**src/handle_table_auto_key_defines.svh**
```systemverilog
// Assertion macros used by the handle table top level.
`ifndef HANDLE_TABLE_AUTO_KEY_DEFINES_SVH
`define HANDLE_TABLE_AUTO_KEY_DEFINES_SVH

// A condition that must hold at every clock edge outside reset.
`define HTAK_ASSERT_ALWAYS(lbl, cond, msg) \
    lbl: assert property (@(posedge i_clk) disable iff (!i_rst_n) (cond)) else $error(msg);

// A consequence that must hold in the same cycle as its antecedent.
`define HTAK_ASSERT_IMPLIES(lbl, ante, cons, msg) \
    lbl: assert property (@(posedge i_clk) disable iff (!i_rst_n) (ante) |-> (cons)) \
        else $error(msg);

`endif

```
**src/htak_pkg.sv**
```systemverilog
// Types and constants of the handle table with self-assigned keys.
package htak_pkg;

    localparam int KEY_W          = 31;
    localparam int ITEM_IN_W      = 32;
    localparam int DEF_TABLE_DEPTH = 16;
    localparam int DEF_ITEM_WIDTH  = 32;

    localparam logic [KEY_W-1:0] FIRST_KEY = 31'd2;

    typedef enum logic [1:0] {
        REQ_INSERT  = 2'd0,
        REQ_LOOKUP  = 2'd1,
        REQ_EXTRACT = 2'd2,
        REQ_OLDEST  = 2'd3
    } t_req;

    typedef enum logic [1:0] {
        ST_OK     = 2'd0,
        ST_ABSENT = 2'd1,
        ST_FULL   = 2'd2,
        ST_NOKEYS = 2'd3
    } t_status;

    // What the scan of the table has found so far.
    typedef struct packed {
        logic hit;
        logic free;
    } t_scan_flags;

endpackage

```
**src/htak_req_if.sv**
```systemverilog
// Request channel of the handle table.
interface htak_req_if
    import htak_pkg::*;
();
    logic                 valid;
    logic                 ready;
    logic [1:0]           req_type;
    logic [KEY_W-1:0]     key_in;
    logic [ITEM_IN_W-1:0] item_in;

    modport source (output valid, req_type, key_in, item_in, input ready);
    modport sink   (input valid, req_type, key_in, item_in, output ready);
endinterface

```
**src/htak_rsp_if.sv**
```systemverilog
// Result channel of the handle table.
interface htak_rsp_if
    import htak_pkg::*;
();
    logic                 valid;
    logic                 ready;
    logic [1:0]           status;
    logic [KEY_W-1:0]     key_out;
    logic [ITEM_IN_W-1:0] item_out;
    logic                 empty_res;

    modport source (output valid, status, key_out, item_out, empty_res, input ready);
    modport sink   (input valid, status, key_out, item_out, empty_res, output ready);
endinterface

```
**src/htak_ram.sv**
```systemverilog
// Generic single-write, single-read RAM with registered read data.
module htak_ram #(
    parameter int WIDTH = 8,
    parameter int DEPTH = 16
) (
    input  logic                     i_clk,
    input  logic                     i_we,
    input  logic [$clog2(DEPTH)-1:0] i_waddr,
    input  logic [WIDTH-1:0]         i_wdata,
    input  logic [$clog2(DEPTH)-1:0] i_raddr,
    output logic [WIDTH-1:0]         o_rdata
);
    logic [WIDTH-1:0] r_mem [DEPTH];

    always_ff @(posedge i_clk) begin
        if (i_we) begin
            r_mem[i_waddr] <= i_wdata;
        end
        o_rdata <= r_mem[i_raddr];
    end
endmodule

```
**src/htak_scan.sv**
```systemverilog
// Scan tracker: follows the slots read from the table and keeps the best match and the first free slot.
module htak_scan
    import htak_pkg::*;
#(
    parameter int ADDR_W = 4,
    parameter int ITEM_W = 32
) (
    input  logic              i_clk,
    input  logic              i_start,
    input  logic              i_en,
    input  t_req              i_req,
    input  logic [KEY_W-1:0]  i_key,
    input  logic [ADDR_W-1:0] i_idx,
    input  logic              i_slot_vld,
    input  logic [KEY_W-1:0]  i_slot_key,
    input  logic [ITEM_W-1:0] i_slot_item,
    output t_scan_flags       o_flags,
    output logic [ADDR_W-1:0] o_hit_idx,
    output logic [KEY_W-1:0]  o_hit_key,
    output logic [ITEM_W-1:0] o_hit_item,
    output logic [ADDR_W-1:0] o_free_idx
);
    t_scan_flags       r_flags;
    logic [ADDR_W-1:0] r_hit_idx;
    logic [KEY_W-1:0]  r_hit_key;
    logic [ITEM_W-1:0] r_hit_item;
    logic [ADDR_W-1:0] r_free_idx;
    logic              take;
    logic              take_free;

    // For the oldest entry the smallest key wins; otherwise the first key match.
    always_comb begin
        if (i_req == REQ_OLDEST) begin
            take = i_slot_vld && (!r_flags.hit || (i_slot_key < r_hit_key));
        end else begin
            take = i_slot_vld && !r_flags.hit && (i_slot_key == i_key);
        end
        take_free = !i_slot_vld && !r_flags.free;
    end

    always_ff @(posedge i_clk) begin
        if (i_start) begin
            r_flags <= '0;
        end else if (i_en) begin
            if (take) begin
                r_flags.hit <= 1'b1;
                r_hit_idx   <= i_idx;
                r_hit_key   <= i_slot_key;
                r_hit_item  <= i_slot_item;
            end
            if (take_free) begin
                r_flags.free <= 1'b1;
                r_free_idx   <= i_idx;
            end
        end
    end

    assign o_flags    = r_flags;
    assign o_hit_idx  = r_hit_idx;
    assign o_hit_key  = r_hit_key;
    assign o_hit_item = r_hit_item;
    assign o_free_idx = r_free_idx;
endmodule

```
**src/handle_table_auto_key.sv**
```systemverilog
// Top level of the handle table, which hands out its own keys from 2 upwards.
// Every slot is read once, one a cycle through the single table read port; at most one is then written back:
// the result is registered in S_WRITE, after the states S_SCAN and S_DRAIN.
// The next request is taken only once the last has gone from S_WRITE back to S_IDLE,
// even while the last result waits; only a result still not taken holds up the write-back.
// Synchronous active-low reset, then a clearing pass frees every slot.
`include "handle_table_auto_key_defines.svh"

module handle_table_auto_key
    import htak_pkg::*;
#(
    parameter int TABLE_DEPTH = DEF_TABLE_DEPTH,
    parameter int ITEM_WIDTH  = DEF_ITEM_WIDTH
) (
    input  logic        i_clk,
    input  logic        i_rst_n,
    htak_req_if.sink    i_req,
    htak_rsp_if.source  o_rsp
);
    localparam int ADDR_W = $clog2(TABLE_DEPTH);
    localparam int CNT_W  = $clog2(TABLE_DEPTH + 1);
    // One table word: valid bit, key and item side by side.
    localparam int WORD_W = 1 + KEY_W + ITEM_WIDTH;
    localparam logic [ADDR_W-1:0] LAST_ADDR = ADDR_W'(TABLE_DEPTH - 1);

    typedef enum logic [2:0] {
        S_CLEAR,
        S_IDLE,
        S_SCAN,
        S_DRAIN,
        S_WRITE
    } t_state;

    t_state              r_state;
    t_state              n_state;
    logic [ADDR_W-1:0]   r_addr;
    logic                r_rd_vld;
    logic [ADDR_W-1:0]   r_rd_idx;
    t_req                r_req;
    logic [KEY_W-1:0]    r_key;
    logic [ITEM_WIDTH-1:0] r_item;
    logic [KEY_W-1:0]    r_next_key;
    logic [KEY_W-1:0]    n_next_key;
    logic [CNT_W-1:0]    r_count;
    logic [CNT_W-1:0]    n_count;

    logic                r_out_valid;
    t_status             r_status;
    t_status             n_status;
    logic [KEY_W-1:0]    r_kout;
    logic [KEY_W-1:0]    n_kout;
    logic [ITEM_IN_W-1:0] r_iout;
    logic [ITEM_IN_W-1:0] n_iout;
    logic                r_empty;

    logic                req_accept;
    logic                out_free;
    logic                do_result;
    logic [ITEM_WIDTH-1:0] item_store;
    logic [ITEM_IN_W-1:0]  hit_item_out;

    logic                ram_we;
    logic [ADDR_W-1:0]   ram_waddr;
    logic [WORD_W-1:0]   ram_wdata;
    logic [WORD_W-1:0]   ram_rdata;

    t_scan_flags         flags;
    logic [ADDR_W-1:0]   hit_idx;
    logic [KEY_W-1:0]    hit_key;
    logic [ITEM_WIDTH-1:0] hit_item;
    logic [ADDR_W-1:0]   free_idx;

    // The item field on the ports is 32 bits wide; the table keeps ITEM_WIDTH bits, zero-padded if wider.
    generate
        if (ITEM_WIDTH >= ITEM_IN_W) begin : g_item_wide
            assign item_store   = ITEM_WIDTH'(i_req.item_in);
            assign hit_item_out = hit_item[ITEM_IN_W-1:0];
        end else begin : g_item_narrow
            assign item_store   = i_req.item_in[ITEM_WIDTH-1:0];
            assign hit_item_out = ITEM_IN_W'(hit_item);
        end
    endgenerate

    // A request is taken only between scans; the result register frees the output side.
    assign i_req.ready = (r_state == S_IDLE);
    assign req_accept  = i_req.valid && i_req.ready;
    assign out_free    = !r_out_valid || o_rsp.ready;
    assign do_result   = (r_state == S_WRITE) && out_free;

    htak_ram #(
        .WIDTH (WORD_W),
        .DEPTH (TABLE_DEPTH)
    ) u_table (
        .i_clk   (i_clk),
        .i_we    (ram_we),
        .i_waddr (ram_waddr),
        .i_wdata (ram_wdata),
        .i_raddr (r_addr),
        .o_rdata (ram_rdata)
    );

    htak_scan #(
        .ADDR_W (ADDR_W),
        .ITEM_W (ITEM_WIDTH)
    ) u_scan (
        .i_clk       (i_clk),
        .i_start     (req_accept),
        .i_en        (r_rd_vld),
        .i_req       (r_req),
        .i_key       (r_key),
        .i_idx       (r_rd_idx),
        .i_slot_vld  (ram_rdata[WORD_W-1]),
        .i_slot_key  (ram_rdata[WORD_W-2 -: KEY_W]),
        .i_slot_item (ram_rdata[ITEM_WIDTH-1:0]),
        .o_flags     (flags),
        .o_hit_idx   (hit_idx),
        .o_hit_key   (hit_key),
        .o_hit_item  (hit_item),
        .o_free_idx  (free_idx)
    );

    // Next state, the write-back and the result of the request in hand.
    always_comb begin
        n_state    = r_state;
        n_next_key = r_next_key;
        n_count    = r_count;
        n_status   = ST_OK;
        n_kout     = '0;
        n_iout     = '0;
        ram_we     = 1'b0;
        ram_waddr  = r_addr;
        ram_wdata  = '0;

        unique case (r_state)
            S_CLEAR: begin
                // Every slot is written free once after reset.
                ram_we = 1'b1;
                if (r_addr == LAST_ADDR) begin
                    n_state = S_IDLE;
                end
            end
            S_IDLE: begin
                if (req_accept) begin
                    n_state = S_SCAN;
                end
            end
            S_SCAN: begin
                if (r_addr == LAST_ADDR) begin
                    n_state = S_DRAIN;
                end
            end
            S_DRAIN: begin
                // The last slot's data arrives in this cycle.
                n_state = S_WRITE;
            end
            S_WRITE: begin
                if (out_free) begin
                    n_state = S_IDLE;
                    unique case (r_req)
                        REQ_INSERT: begin
                            // Running out of keys is checked before a full table.
                            if (r_next_key < FIRST_KEY) begin
                                n_status = ST_NOKEYS;
                            end else if (!flags.free) begin
                                n_status = ST_FULL;
                            end else begin
                                ram_we     = 1'b1;
                                ram_waddr  = free_idx;
                                ram_wdata  = {1'b1, r_next_key, r_item};
                                n_kout     = r_next_key;
                                n_next_key = r_next_key + KEY_W'(1);
                                n_count    = r_count + CNT_W'(1);
                            end
                        end
                        REQ_LOOKUP: begin
                            if (!flags.hit) begin
                                n_status = ST_ABSENT;
                            end else begin
                                n_iout = hit_item_out;
                            end
                        end
                        REQ_EXTRACT: begin
                            if (!flags.hit) begin
                                n_status = ST_ABSENT;
                            end else begin
                                n_iout    = hit_item_out;
                                ram_we    = 1'b1;
                                ram_waddr = hit_idx;
                                n_count   = r_count - CNT_W'(1);
                            end
                        end
                        REQ_OLDEST: begin
                            if (!flags.hit) begin
                                n_status = ST_ABSENT;
                            end else begin
                                n_kout    = hit_key;
                                n_iout    = hit_item_out;
                                ram_we    = 1'b1;
                                ram_waddr = hit_idx;
                                n_count   = r_count - CNT_W'(1);
                            end
                        end
                        default: begin
                            n_status = ST_ABSENT;
                        end
                    endcase
                end
            end
            default: begin
                n_state = S_CLEAR;
            end
        endcase
    end

    always_ff @(posedge i_clk) begin
        if (!i_rst_n) begin
            r_state     <= S_CLEAR;
            r_addr      <= '0;
            r_rd_vld    <= 1'b0;
            r_next_key  <= FIRST_KEY;
            r_count     <= '0;
            r_out_valid <= 1'b0;
        end else begin
            r_state  <= n_state;
            r_rd_vld <= (r_state == S_SCAN);
            r_rd_idx <= r_addr;
            if ((r_state == S_CLEAR) || (r_state == S_SCAN)) begin
                r_addr <= (r_addr == LAST_ADDR) ? '0 : r_addr + ADDR_W'(1);
            end
            if (req_accept) begin
                r_req  <= t_req'(i_req.req_type);
                r_key  <= i_req.key_in;
                r_item <= item_store;
            end
            r_next_key <= n_next_key;
            r_count    <= n_count;
            if (do_result) begin
                r_out_valid <= 1'b1;
                r_status    <= n_status;
                r_kout      <= n_kout;
                r_iout      <= n_iout;
                r_empty     <= (n_count == '0);
            end else if (o_rsp.ready) begin
                r_out_valid <= 1'b0;
            end
        end
    end

    assign o_rsp.valid     = r_out_valid;
    assign o_rsp.status    = r_status;
    assign o_rsp.key_out   = r_kout;
    assign o_rsp.item_out  = r_iout;
    assign o_rsp.empty_res = r_empty;

    // The entry count never passes the table depth.
    `HTAK_ASSERT_ALWAYS(a_count_range, r_count <= CNT_W'(TABLE_DEPTH), "entry count overflow")
    // Once the keys wrap the counter sits at zero; it can never show key one.
    `HTAK_ASSERT_ALWAYS(a_key_not_one, r_next_key != KEY_W'(1), "key counter holds one")
    // A waiting result that reports an empty table agrees with the entry count.
    `HTAK_ASSERT_IMPLIES(a_empty_flag, o_rsp.valid && o_rsp.empty_res, r_count == '0,
        "empty flag disagrees with count")
    // A scan that saw no free slot means every slot is counted as taken.
    `HTAK_ASSERT_IMPLIES(a_full_scan, (r_state == S_WRITE) && !flags.free,
        r_count == CNT_W'(TABLE_DEPTH), "scan found no free slot in a table not full")
endmodule
```
**src/flat_wrapper.sv**
```systemverilog
// flat-port wrapper written by rule: the top's interface ports become plain ports
module handle_table_auto_key_flat import htak_pkg::*;
#(
    parameter int TABLE_DEPTH = DEF_TABLE_DEPTH,
    parameter int ITEM_WIDTH  = DEF_ITEM_WIDTH
)
  (i_clk, i_rst_n, i_req_valid, i_req_req_type, i_req_key_in, i_req_item_in, i_req_ready, o_rsp_valid, o_rsp_status, o_rsp_key_out, o_rsp_item_out, o_rsp_empty_res, o_rsp_ready);
  htak_req_if i_req_i ();
  htak_rsp_if o_rsp_i ();
  input  logic i_clk;
  input  logic i_rst_n;
  input wire logic [$bits(i_req_i.valid)-1:0] i_req_valid;
  input wire logic [$bits(i_req_i.req_type)-1:0] i_req_req_type;
  input wire logic [$bits(i_req_i.key_in)-1:0] i_req_key_in;
  input wire logic [$bits(i_req_i.item_in)-1:0] i_req_item_in;
  output wire logic [$bits(i_req_i.ready)-1:0] i_req_ready;
  output wire logic [$bits(o_rsp_i.valid)-1:0] o_rsp_valid;
  output wire logic [$bits(o_rsp_i.status)-1:0] o_rsp_status;
  output wire logic [$bits(o_rsp_i.key_out)-1:0] o_rsp_key_out;
  output wire logic [$bits(o_rsp_i.item_out)-1:0] o_rsp_item_out;
  output wire logic [$bits(o_rsp_i.empty_res)-1:0] o_rsp_empty_res;
  input wire logic [$bits(o_rsp_i.ready)-1:0] o_rsp_ready;
  assign i_req_i.valid = i_req_valid;
  assign i_req_i.req_type = i_req_req_type;
  assign i_req_i.key_in = i_req_key_in;
  assign i_req_i.item_in = i_req_item_in;
  assign i_req_ready = i_req_i.ready;
  assign o_rsp_valid = o_rsp_i.valid;
  assign o_rsp_status = o_rsp_i.status;
  assign o_rsp_key_out = o_rsp_i.key_out;
  assign o_rsp_item_out = o_rsp_i.item_out;
  assign o_rsp_empty_res = o_rsp_i.empty_res;
  assign o_rsp_i.ready = o_rsp_ready;
  handle_table_auto_key #(.TABLE_DEPTH(TABLE_DEPTH), .ITEM_WIDTH(ITEM_WIDTH)) u_core (.i_clk(i_clk), .i_rst_n(i_rst_n), .i_req(i_req_i), .o_rsp(o_rsp_i));
endmodule
```
**config.mk**
```make
export PLATFORM = sky130hd
export DESIGN_NAME = handle_table_auto_key_flat
export DESIGN_NICKNAME = d
export VERILOG_FILES = /design/src/htak_pkg.sv /design/src/htak_req_if.sv /design/src/htak_rsp_if.sv /design/src/htak_ram.sv /design/src/htak_scan.sv /design/src/handle_table_auto_key.sv /design/src/flat_wrapper.sv
export VERILOG_INCLUDE_DIRS = /design/src /design/src/src
export SDC_FILE = /design/constraint.sdc
export NUM_CORES = 1
export LEC_CHECK = 0
export BUFFER_PORTS_ARGS = -buffer_cell sky130_fd_sc_hd__buf_4
export CAP_MARGIN = 20
export CORE_MARGIN = 8
export CORE_UTILIZATION = 46
export DETAILED_ROUTE_END_ITERATION = 10
export PLACE_DENSITY = 0.7
export SYNTH_ARGS = -nofsm -noshare
export SYNTH_HDL_FRONTEND = slang
export SYNTH_SLANG_ARGS = --single-unit
```
**constraint.sdc**
```tcl
create_clock -name i_clk -period 7.3 [get_ports i_clk]
set_input_delay 0 -clock i_clk [delete_from_list [all_inputs] [get_ports i_clk]]
set_output_delay 0 -clock i_clk [all_outputs]
set_load 0.03 [all_outputs]
```
* Word level (Yosys, flattened, before mapping)
Memories as Yosys holds them, arrays and structs flattened. A register that Yosys moved wholly into a read port is not among the register bits. Cells that the tools add are included.
Storage, ports and cells: register bits after elaboration 253, bits in latches 0, bits in writable memories 1024, ROM bits 0, input bits 69, memories kept 1
Memories:
- u_core.u_table.r_mem | words 16, width 64, rd ports 1, clocked after memory_dff 1, wr ports 1, line htak_ram.sv:13 | logic [WIDTH-1:0] r_mem [DEPTH];
Operators by class: add/subtract/negate cells 4, $mul 0, divide/modulo/power cells 0, order comparisons 2, eq/ne operators 13, shift-type cells 0, multiplexer cells 42, bitwise logic cells 2, reduce and logical (&&, ||, !) cells 29
Operators with widths (number):
- 64-bit 2-to-1 mux | 5
- 31-bit 2-to-1 mux | 3
- 31-bit case mux with 2 select lines | 1
- 31-bit by 1-bit adder with 31-bit output (second input constant) | 1
- 31-bit equality test | 1
- 31-bit by 2-bit less-than comparator with 1-bit output (second input constant) | 1
- 31-bit less-than comparator | 1
- 5-bit 2-to-1 mux | 5
- 4-bit 2-to-1 mux | 6
- 3-bit case mux with 5 select lines | 1
- 3-bit 2-to-1 mux | 4
- 1-bit 2-to-1 mux | 10
- 5-bit case mux with 2 select lines | 1
- 2-bit AND reduction | 5
- 4-bit case mux with 2 select lines | 1
- 4-bit AND reduction | 2
- 3-bit by 2-bit equality test with 1-bit output (second input constant) | 2
- 1-bit logical AND | 6
- 2-bit by 1-bit != test with 1-bit output (second input constant) | 3
- 3-bit AND reduction | 2
- 5-bit by 1-bit adder with 5-bit output (second input constant) | 1
- 5-bit zero test | 1
- 5-bit AND reduction | 1
- 5-bit by 1-bit subtractor with 5-bit output (second input constant) | 1
- 18 further kinds | 27

* Logic depth before layout (Yosys ltp)
Gate-level depths: netlist of the first run.
depth after elaboration 7, gate-level depth with buffers 10, mapped depth without buffers 8

* Modules after synthesis
From an unflattened synthesis of the first run, not the netlist that was laid out.
Unflattened totals: cells, all modules 2529, area total of the unflattened synthesis 50868.8 µm²
By module, submodules not included:
- htak_ram | times used 1, cells each 1647, area each 39581.7 µm², seq. area each 32030.7 µm²
- handle_table_auto_key | times used 1, cells each 651, area each 7936.4 µm², seq. area each 4954.8 µm²
- htak_scan | times used 1, cells each 231, area each 3350.7 µm², seq. area each 2172.1 µm²

* Worst setup path after synthesis of the first run
OpenSTA, ideal clock, no wires.
path type register to register, start reg u_core.r_req[0], end mem u_core.u_table.r_mem[3][0] (netlist bit), enable pin, library setup time 0.493 ns, data arrival time 4.877 ns, slack 1.930 ns, stages on the path, launching flop included 8, path buffers 0, clock period less this slack 5.370 ns, path through edfxtp_1 -> ha_1 -> nor2_1 -> o2111ai_1 -> a22o_4 -> a211o_1 -> nor4_4 -> nor2b_1
On the way: longest elaborated chain between the ends 7
RTL lines:
- start: declaration | line handle_table_auto_key.sv:39 | t_req r_req;
- start signal: assignment | line handle_table_auto_key.sv:231 | r_req <= t_req'(i_req.req_type);
- 2-bit equality test | line handle_table_auto_key.sv:159 | unique case (r_req)
- 2-bit OR reduction (no line)
- 1-bit case mux with 2 select lines | line handle_table_auto_key.sv:159
- 1-bit 2-to-1 mux | line handle_table_auto_key.sv:157 | if (out_free) begin
- 1-bit case mux with 2 select lines | line handle_table_auto_key.sv:134 | unique case (r_state)
- 1-bit 2-to-1 mux | line htak_ram.sv:16 | if (i_we) begin
- 1-bit 2-to-1 mux (not written as such) | line htak_ram.sv:17 | r_mem[i_waddr] <= i_wdata;
- end: declaration | line htak_ram.sv:13
Parallel ways exist; a longest one is shown, timed or not.

* Final worst setup path of the first run
start reg u_core.r_req[0], end mem u_core.u_table.r_mem[3][36] (netlist bit), enable pin
The elaborated chain is that of the path after synthesis.

==> results of run 1 <==
==> worst paths after layout <==
check | start | end | slack (ns) | cells past startpoint
setup / recovery | u_core.r_req[0] | u_core.u_table.r_mem[3][36] | 2.94 | 8
hold / removal | i_rst_n | u_core.r_next_key[1] | 0.13 | 3
setup reg to reg | u_core.r_req[0] | u_core.u_table.r_mem[3][36] | 2.94 | 8
hold reg to reg | u_core.u_table.o_rdata[19] | u_core.u_scan.o_hit_item[19] | 0.40 | 0
==> worst reg2reg max path, cell delays in order, from the launching register on <==
cell and delay, ns:
edfxtp_1 0.46, ha_1 0.32, nor2_1 0.33, o2111ai_1 0.35
a22o_4 0.37, a211o_1 0.28, nor4_4 0.31, nor2b_4 0.66
buf_4 0.85
==> what timing repair did <==
action,in CTS,in global routing
hold buffers,134,0
endpoints found under the hold margin,110,0
buffers inserted,0,0
==> sequential cells by signal, indices dropped and copies added (netlist names) <==
signal / flops
u_core.u_table.r_mem: 1024
u_core.u_table.o_rdata: 64
u_core.o_rsp.item_out: 32
u_core.r_item: 32
u_core.u_scan.o_hit_item: 32
u_core.o_rsp.key_out: 31
u_core.r_key: 31
u_core.r_next_key: 31
u_core.u_scan.o_hit_key: 31
u_core.r_count: 5
u_core.r_addr: 4
u_core.r_rd_idx: 4
u_core.u_scan.o_free_idx: 4
u_core.u_scan.o_hit_idx: 4
u_core.r_state: 3
u_core.o_rsp.status: 2
u_core.r_req: 2
u_core.u_scan.o_flags: 2
u_core.o_rsp.empty_res: 1
u_core.o_rsp.valid: 1
u_core.r_rd_vld: 1
==> through the flow <==
step | std cells | total power, mW | hold WS [ns]
3_5_place_dp | 3934 | 9.64 | 0.179
2_1_floorplan | 2388 | 9.32 | 0.0619
6_report | 4319 | 16.6 | 0.128
3_3_place_gp | 3931 | 9.62 | 0.180
5_1_grt | 4319 | 17.0 | 0.114
4_1_cts | 4318 | 16.7 | 0.0741
==> cell usage in the layout, fill, tap and decap left out, types with 26 or more instances in the layout <==
master and instances:
and3_1 34, nor2_1 71, ha_1 39, a21oi_1 26
dfxtp_1 107, edfxtp_1 1230, clkbuf_1 30, xnor2_1 37
buf_4 172, dlygate4sd3_1 134, mux4_2 320, and2_1 70
a22oi_1 33, clkbuf_16 138, inv_1 49
==> kinds of logic (layout without fill, tap and decap cells) <==
group                    after synthesis  in the layout  share of synthesized area
XOR/XNOR                              55             55                    0.00943
buffers and inverters                168            611                     0.0136
multiplexers                         322            322                      0.142
adder cells (fa/ha/maj)               39             39                    0.00956
flip-flops                          1341           1341                      0.767
AND/OR/NAND/NOR                      335            335                     0.0404
AO/OA/AOI/OAI                        128            128                     0.0185
==> cells in the mapped netlist (6+ instances only) <==
| master | n | share of area |
|---|---|---|
| edfxtp_1 | 1230 | 0.72 |
| or3_1 | 9 | 0.0011 |
| nor4_2 | 6 | 0.0015 |
| a21oi_1 | 26 | 0.0025 |
| nor2b_1 | 8 | 0.00098 |
| clkbuf_1 | 75 | 0.0055 |
| ha_1 | 39 | 0.0096 |
| mux4_2 | 320 | 0.14 |
| nand3_1 | 15 | 0.0015 |
| nor4_1 | 10 | 0.0012 |
| and3_1 | 34 | 0.0042 |
| o21ai_0 | 19 | 0.0019 |
| inv_1 | 49 | 0.0036 |
| nand2b_1 | 6 | 0.00074 |
| nor2_1 | 82 | 0.0060 |
| nor3_2 | 11 | 0.0022 |
| and2_1 | 76 | 0.0093 |
| dfxtp_1 | 111 | 0.044 |
| a21o_1 | 8 | 0.0012 |
| nand2_1 | 23 | 0.0017 |
| xor2_1 | 18 | 0.0031 |
| nor4_4 | 7 | 0.0029 |
| xnor2_1 | 37 | 0.0063 |
| buf_1 | 7 | 0.00051 |
| nand4_1 | 20 | 0.0025 |
| a22oi_1 | 33 | 0.0049 |
| buf_2 | 30 | 0.0029 |
==> per-layer routing <==
metal	share of wire	up-vias
li1	-	10471
met1	0.41	13076
met2	0.48	1068
met3	0.078	196
met4	0.027	0
met5	0	-
==> power breakdown <==
part / switching (mW) / internal, mW / total, mW
Sequential: 0.131 / 8.54 / 8.68
Clock: 2.96 / 4.07 / 7.03
Combinational: 0.436 / 0.420 / 0.857
==> layout make-up <==
class                           instances  area [sq um]
Timing Repair Buffer                  312          2780
Inverter                               49           184
Clock inverter                         79           973
Clock buffer                          171          3610
Tap cell                             1488          1860
Fill cell                            8167         50500
Sequential cell                      1341         39200
Multi-Input combinational cell        879         11300
==> summary.md, run 1 <==
| Metric | Value |
|---|---|
| Warnings, synthesis | 0 |
| TNS Setup | 0 ns |
| Sink Count | 1341 |
| DP Area | 54000 sq um |
| GRT Total Usage | 0.188 |
| Seq cells post-synth | 1341 |
| Mean post-synth cell area | 21.4 sq um |
| CP Launch Type | register |
| # H-tree levels | 4 |
| Delay-heaviest family, CP | simple AND/OR/NAND/NOR gates |
| Worst slew margin | 0.271 |
| Total wire length | 115000 um |
| Ports | 137 |
| Area Overhead vs Synth | 17.3% |
| Worst Tran Pin Value | 1.09 ns |
| Clock latency on the worst-skew pair | 0.76 ns |
| Max stage delay on crit path | 0.82 ns |
| Die area | 122000 sq um |
| Vias in the first global route | 25754 |
| Status | finished clean |
| Seq/Total Area, Yosys | 0.767 |
| Wire per inst | 26.5 um |
| PostCTS Resize Cnt | 0 |
| CP arrival | 4.71 ns |
| # nets final | 2827 |
| Initial DRC Count | 2587 |
| Setup slack after placement | 2.98 ns |
| Endpoints failing setup | 0 |
| Syn_nets | 2496 |
| Max FO, Critical Path | 46 |
| Global routing usage on met2 | 0.300 |
| Worst setup path class | reg -> reg |
| Netlist Area Pre-Place | 51100 sq um |
| F_max | 229 MHz |
| Core Box Area | 110000 sq um |
| Max Cap Viol | 0 |
| Post-synth EDFFs | 1230 |
| Worst path bufs/invs | 1 |
| RePlAce Congestion | 0.888 |
| Via-per-instance ratio | 5.74 |
| Inserted Clock Buffers | 136 |
| Leak | 20.0 nW |
| Most crowded layer after global routing | met2 |
| Layout cell share with drive strength beyond 1 | 0.271 |
| Power Density | 277 nW/um^2 |
| Ant diodes | 0 |
| Synth Flop Type | edfxtp_1 |
| Fin util | 0.543 |
| CP endpoint kind | register |
| Die width | 349 um |
| Final min period | 4.36 ns |
| Antenna Violating Nets Remaining | 0 |
| Antenna violations before repair | 6 |
| Overall die height | 349 um |
| Period utilisation layout | 0.597 |
| Worst Skew | 0.0398 ns |
| M1 GR Usage | 0.261 |
| Worst-path cell chain | ha_1 > nor2_1 > o2111ai_1 > a22o_4 > a211o_1 > nor4_4 > nor2b_4 > buf_4 |
| Remaining Overflow, GRT | 0 |
| RSZ-0062 raised after global routing | false |
| Mapped Cells | 2388 |
| Post-synth cell types | 72 |
| TritonCTS clock tree | yes |
| First-pass GRT wire length | 171000 um |
| Via count | 24811 |
| Rows | 122 |
| Total iterations of the first detailed-routing run | 7 |
| Fin. Hold Viols | 0 |
| Final WS setup | 2.94 ns |
| Largest net degree at the start of global routing | 144 |
| Clock root cell | clkbuf_16 |
| Port bufs | 136 |
| Critical-path top delay cell | buf_4 |
| Worst-path clk slew | 0.06 ns |
| Max Buffers Root-to-Sink | 3 |
| GR Layer Usage met3 | 0.0417 |
| Worst Path Required | 7.65 ns |
| Peak supply drop | 0.227 mV |
| Slew Viols, Final | 0 |
| Tightest Hold Check Type | in -> reg |
| Dpl hpwl | 65200 um |
| DRC violations left | 0 |
| Design Area, Final | 59900 sq um |
| Asr flop ratio synth | 0 |
| Initial Util | 0.463 |
Power figures use the tool's default switching activity.
==> inputs of run 2 (changes only) <==
Settings changed: PLACE_DENSITY 0.7 to 0.72.
Clock period 7.3 ns to 3.7 ns, I/O delays scaled along.
==> summary.md, run 2 (synthesized netlist as in run 1, its figures left out) <==
| Metric | Value |
|---|---|
| Wire per inst | 26.4 um |
| CP Launch Type | register |
| RePlAce Congestion | 0.873 |
| Vias in the first global route | 25777 |
| Clock root cell | clkbuf_16 |
| DRC violations left | 0 |
| Initial Util | 0.463 |
| Slew Viols, Final | 0 |
| Met3 wire length | 9190 um |
| Area Overhead vs Synth | 17.7% |
| F_max | 289 MHz |
| Antenna violations before repair | 3 |
| Endpoints failing setup | 0 |
| WL met2 | 55600 um |
| Worst slew margin | 0.369 |
| Top routing layer in use | met4 |
| Via-per-instance ratio | 5.76 |
| Max Cap Viol | 0 |
| Total iterations of the first detailed-routing run | 8 |
| Core Box Area | 110000 sq um |
| Die width | 349 um |
| Ports | 137 |
| Tightest Hold Check Type | in -> reg |
| Initial DRC Count | 2650 |
| Regs by FF count | u_core.u_table.r_mem x1024, u_core.u_table.o_rdata x64 |
| Sink Count | 1341 |
| Via count | 24922 |
| Overall die height | 349 um |
| R2R Path End | u_core.u_table.r_mem[10][34] |
| Setup slack after placement | 0.312 ns |
| Overall power | 32.1 mW |
| Max Buffers Root-to-Sink | 3 |
| HP Start | i_req_key_in[30] |
| Worst-path clk slew | 0.06 ns |
| Final min period | 3.46 ns |
| Die area | 122000 sq um |
| Fin. Hold Viols | 0 |
| Worst setup path class | reg -> reg |
| Port bufs | 136 |
| Largest net degree at the start of global routing | 131 |
| Rows | 122 |
| Commonest cells after routing, fill and taps aside | edfxtp_1, mux4_2, buf_4 |
| Status | finished clean |
| Worst Skew | 0.0626 ns |
| Fin util | 0.544 |
| Clock latency on the worst-skew pair | 0.75 ns |
| Inserted Clock Buffers | 134 |
| Leak | 20.0 nW |
| Max FFs per register | 1024 |
| Critical-path top delay cell | edfxtp_1 |
| Worst Reg-to-Reg Cells | 8 |
| First-pass GRT wire length | 170000 um |
| Final WS setup | 0.243 ns |
| Antenna Violating Nets Remaining | 0 |
| GRT Total Usage | 0.187 |
| Hold Path Depth | 2 |
| M1 WL | 47100 um |
| RSZ-0062 raised after global routing | false |
| # nets final | 2841 |
| RR Startpoint | u_core.r_req[0] |
| Period utilisation layout | 0.934 |
| Peak supply drop | 0.486 mV |
| Power Density | 535 nW/um^2 |
| Layout cell share with drive strength beyond 1 | 0.274 |
| Total wire length | 114000 um |
| Worst Tran Pin Value | 0.947 ns |
| Delay-heaviest family, CP | compound AO/OA/AOI/OAI gates |
| TritonCTS clock tree | yes |
| Reg with most FFs | u_core.u_table.r_mem |
| Commonest non-fill, non-tap cell in the layout | edfxtp_1 |
| Max FO, Critical Path | 64 |
| Remaining Overflow, GRT | 0 |
| PostCTS Resize Cnt | 0 |
| CP endpoint kind | register |
| CP arrival | 3.82 ns |
| Worst-path cell chain | ha_1 > nor2_1 > o2111ai_1 > a22o_4 > a211oi_2 > o211ai_2 > nor2_4 > buf_12 |
| Max stage delay on crit path | 0.46 ns |
| # H-tree levels | 4 |
| Worst Path Required | 4.07 ns |
| Hold Path Sink | u_core.r_key[30] |
| Dpl hpwl | 66700 um |
| R2R setup slack | 0.24 ns |
| Worst path bufs/invs | 1 |
## run 2: final cells by class
cell class              instances  area, sq um
diodes                          1         2.50
clock buffers                 186         3710
clock inverters                52          647
fillers                      8058        50300
inverters                      49          184
multi-input cells             879        11300
flip-flops and latches       1341        39200
well taps                    1488         1860
repair buffers                328         3180
## run 2: worst max-delay path by stage
| stage | startpoint | endpoint | slack, ns | cells past startpoint |
|---|---|---|---|---|
| 5_1_grt | u_core.r_req[1] | u_core.u_table.r_mem[7][20] | 0.11 | 9 |
| 3_5_place_dp | u_core.r_req[0] | u_core.u_table.r_mem[10][28] | 0.31 | 8 |
| 2_1_floorplan | u_core.r_req[0] | u_core.u_table.r_mem[10][0] | -0.38 | 7 |
| 3_3_place_gp | u_core.r_req[0] | u_core.u_table.r_mem[7][28] | 0.38 | 9 |
| 6_report | u_core.r_req[0] | u_core.u_table.r_mem[10][34] | 0.24 | 8 |
| 4_1_cts | u_core.r_req[0] | u_core.u_table.r_mem[10][34] | 0.32 | 8 |
## run 2: per-layer routing
layer,global-route usage,vias to the layer above
li1,-,10500
met1,0.260,13082
met2,0.300,1147
met3,0.0401,193
met4,0.0507,0
met5,0,-
## run 2: stage by stage
stage | setup TNS, ns | area, sq um | std cells | hold slack (ns)
2_1_floorplan | -121.08 | 51100 | 2388 | 0.0619
3_3_place_gp | 0 | 54400 | 3953 | 0.180
3_5_place_dp | 0 | 54400 | 3953 | 0.179
4_1_cts | 0 | 60100 | 4322 | 0.00469
5_1_grt | 0 | 60100 | 4323 | 0.0309
6_report | 0 | 60100 | 4324 | 0.0425
## run 2: repair_timing
item | in CTS | in global routing
hold buffers | 131 | 0
setup buffers | 0 | 0
endpoints found under the setup margin | 0 | 0
hold endpoints to repair | 88 | 0
## run 2: power by group
| part | switching [mW] | internal (mW) |
|---|---|---|
| Combinational | 0.905 | 0.872 |
| Sequential | 0.254 | 16.9 |
| Clock | 5.71 | 7.56 |
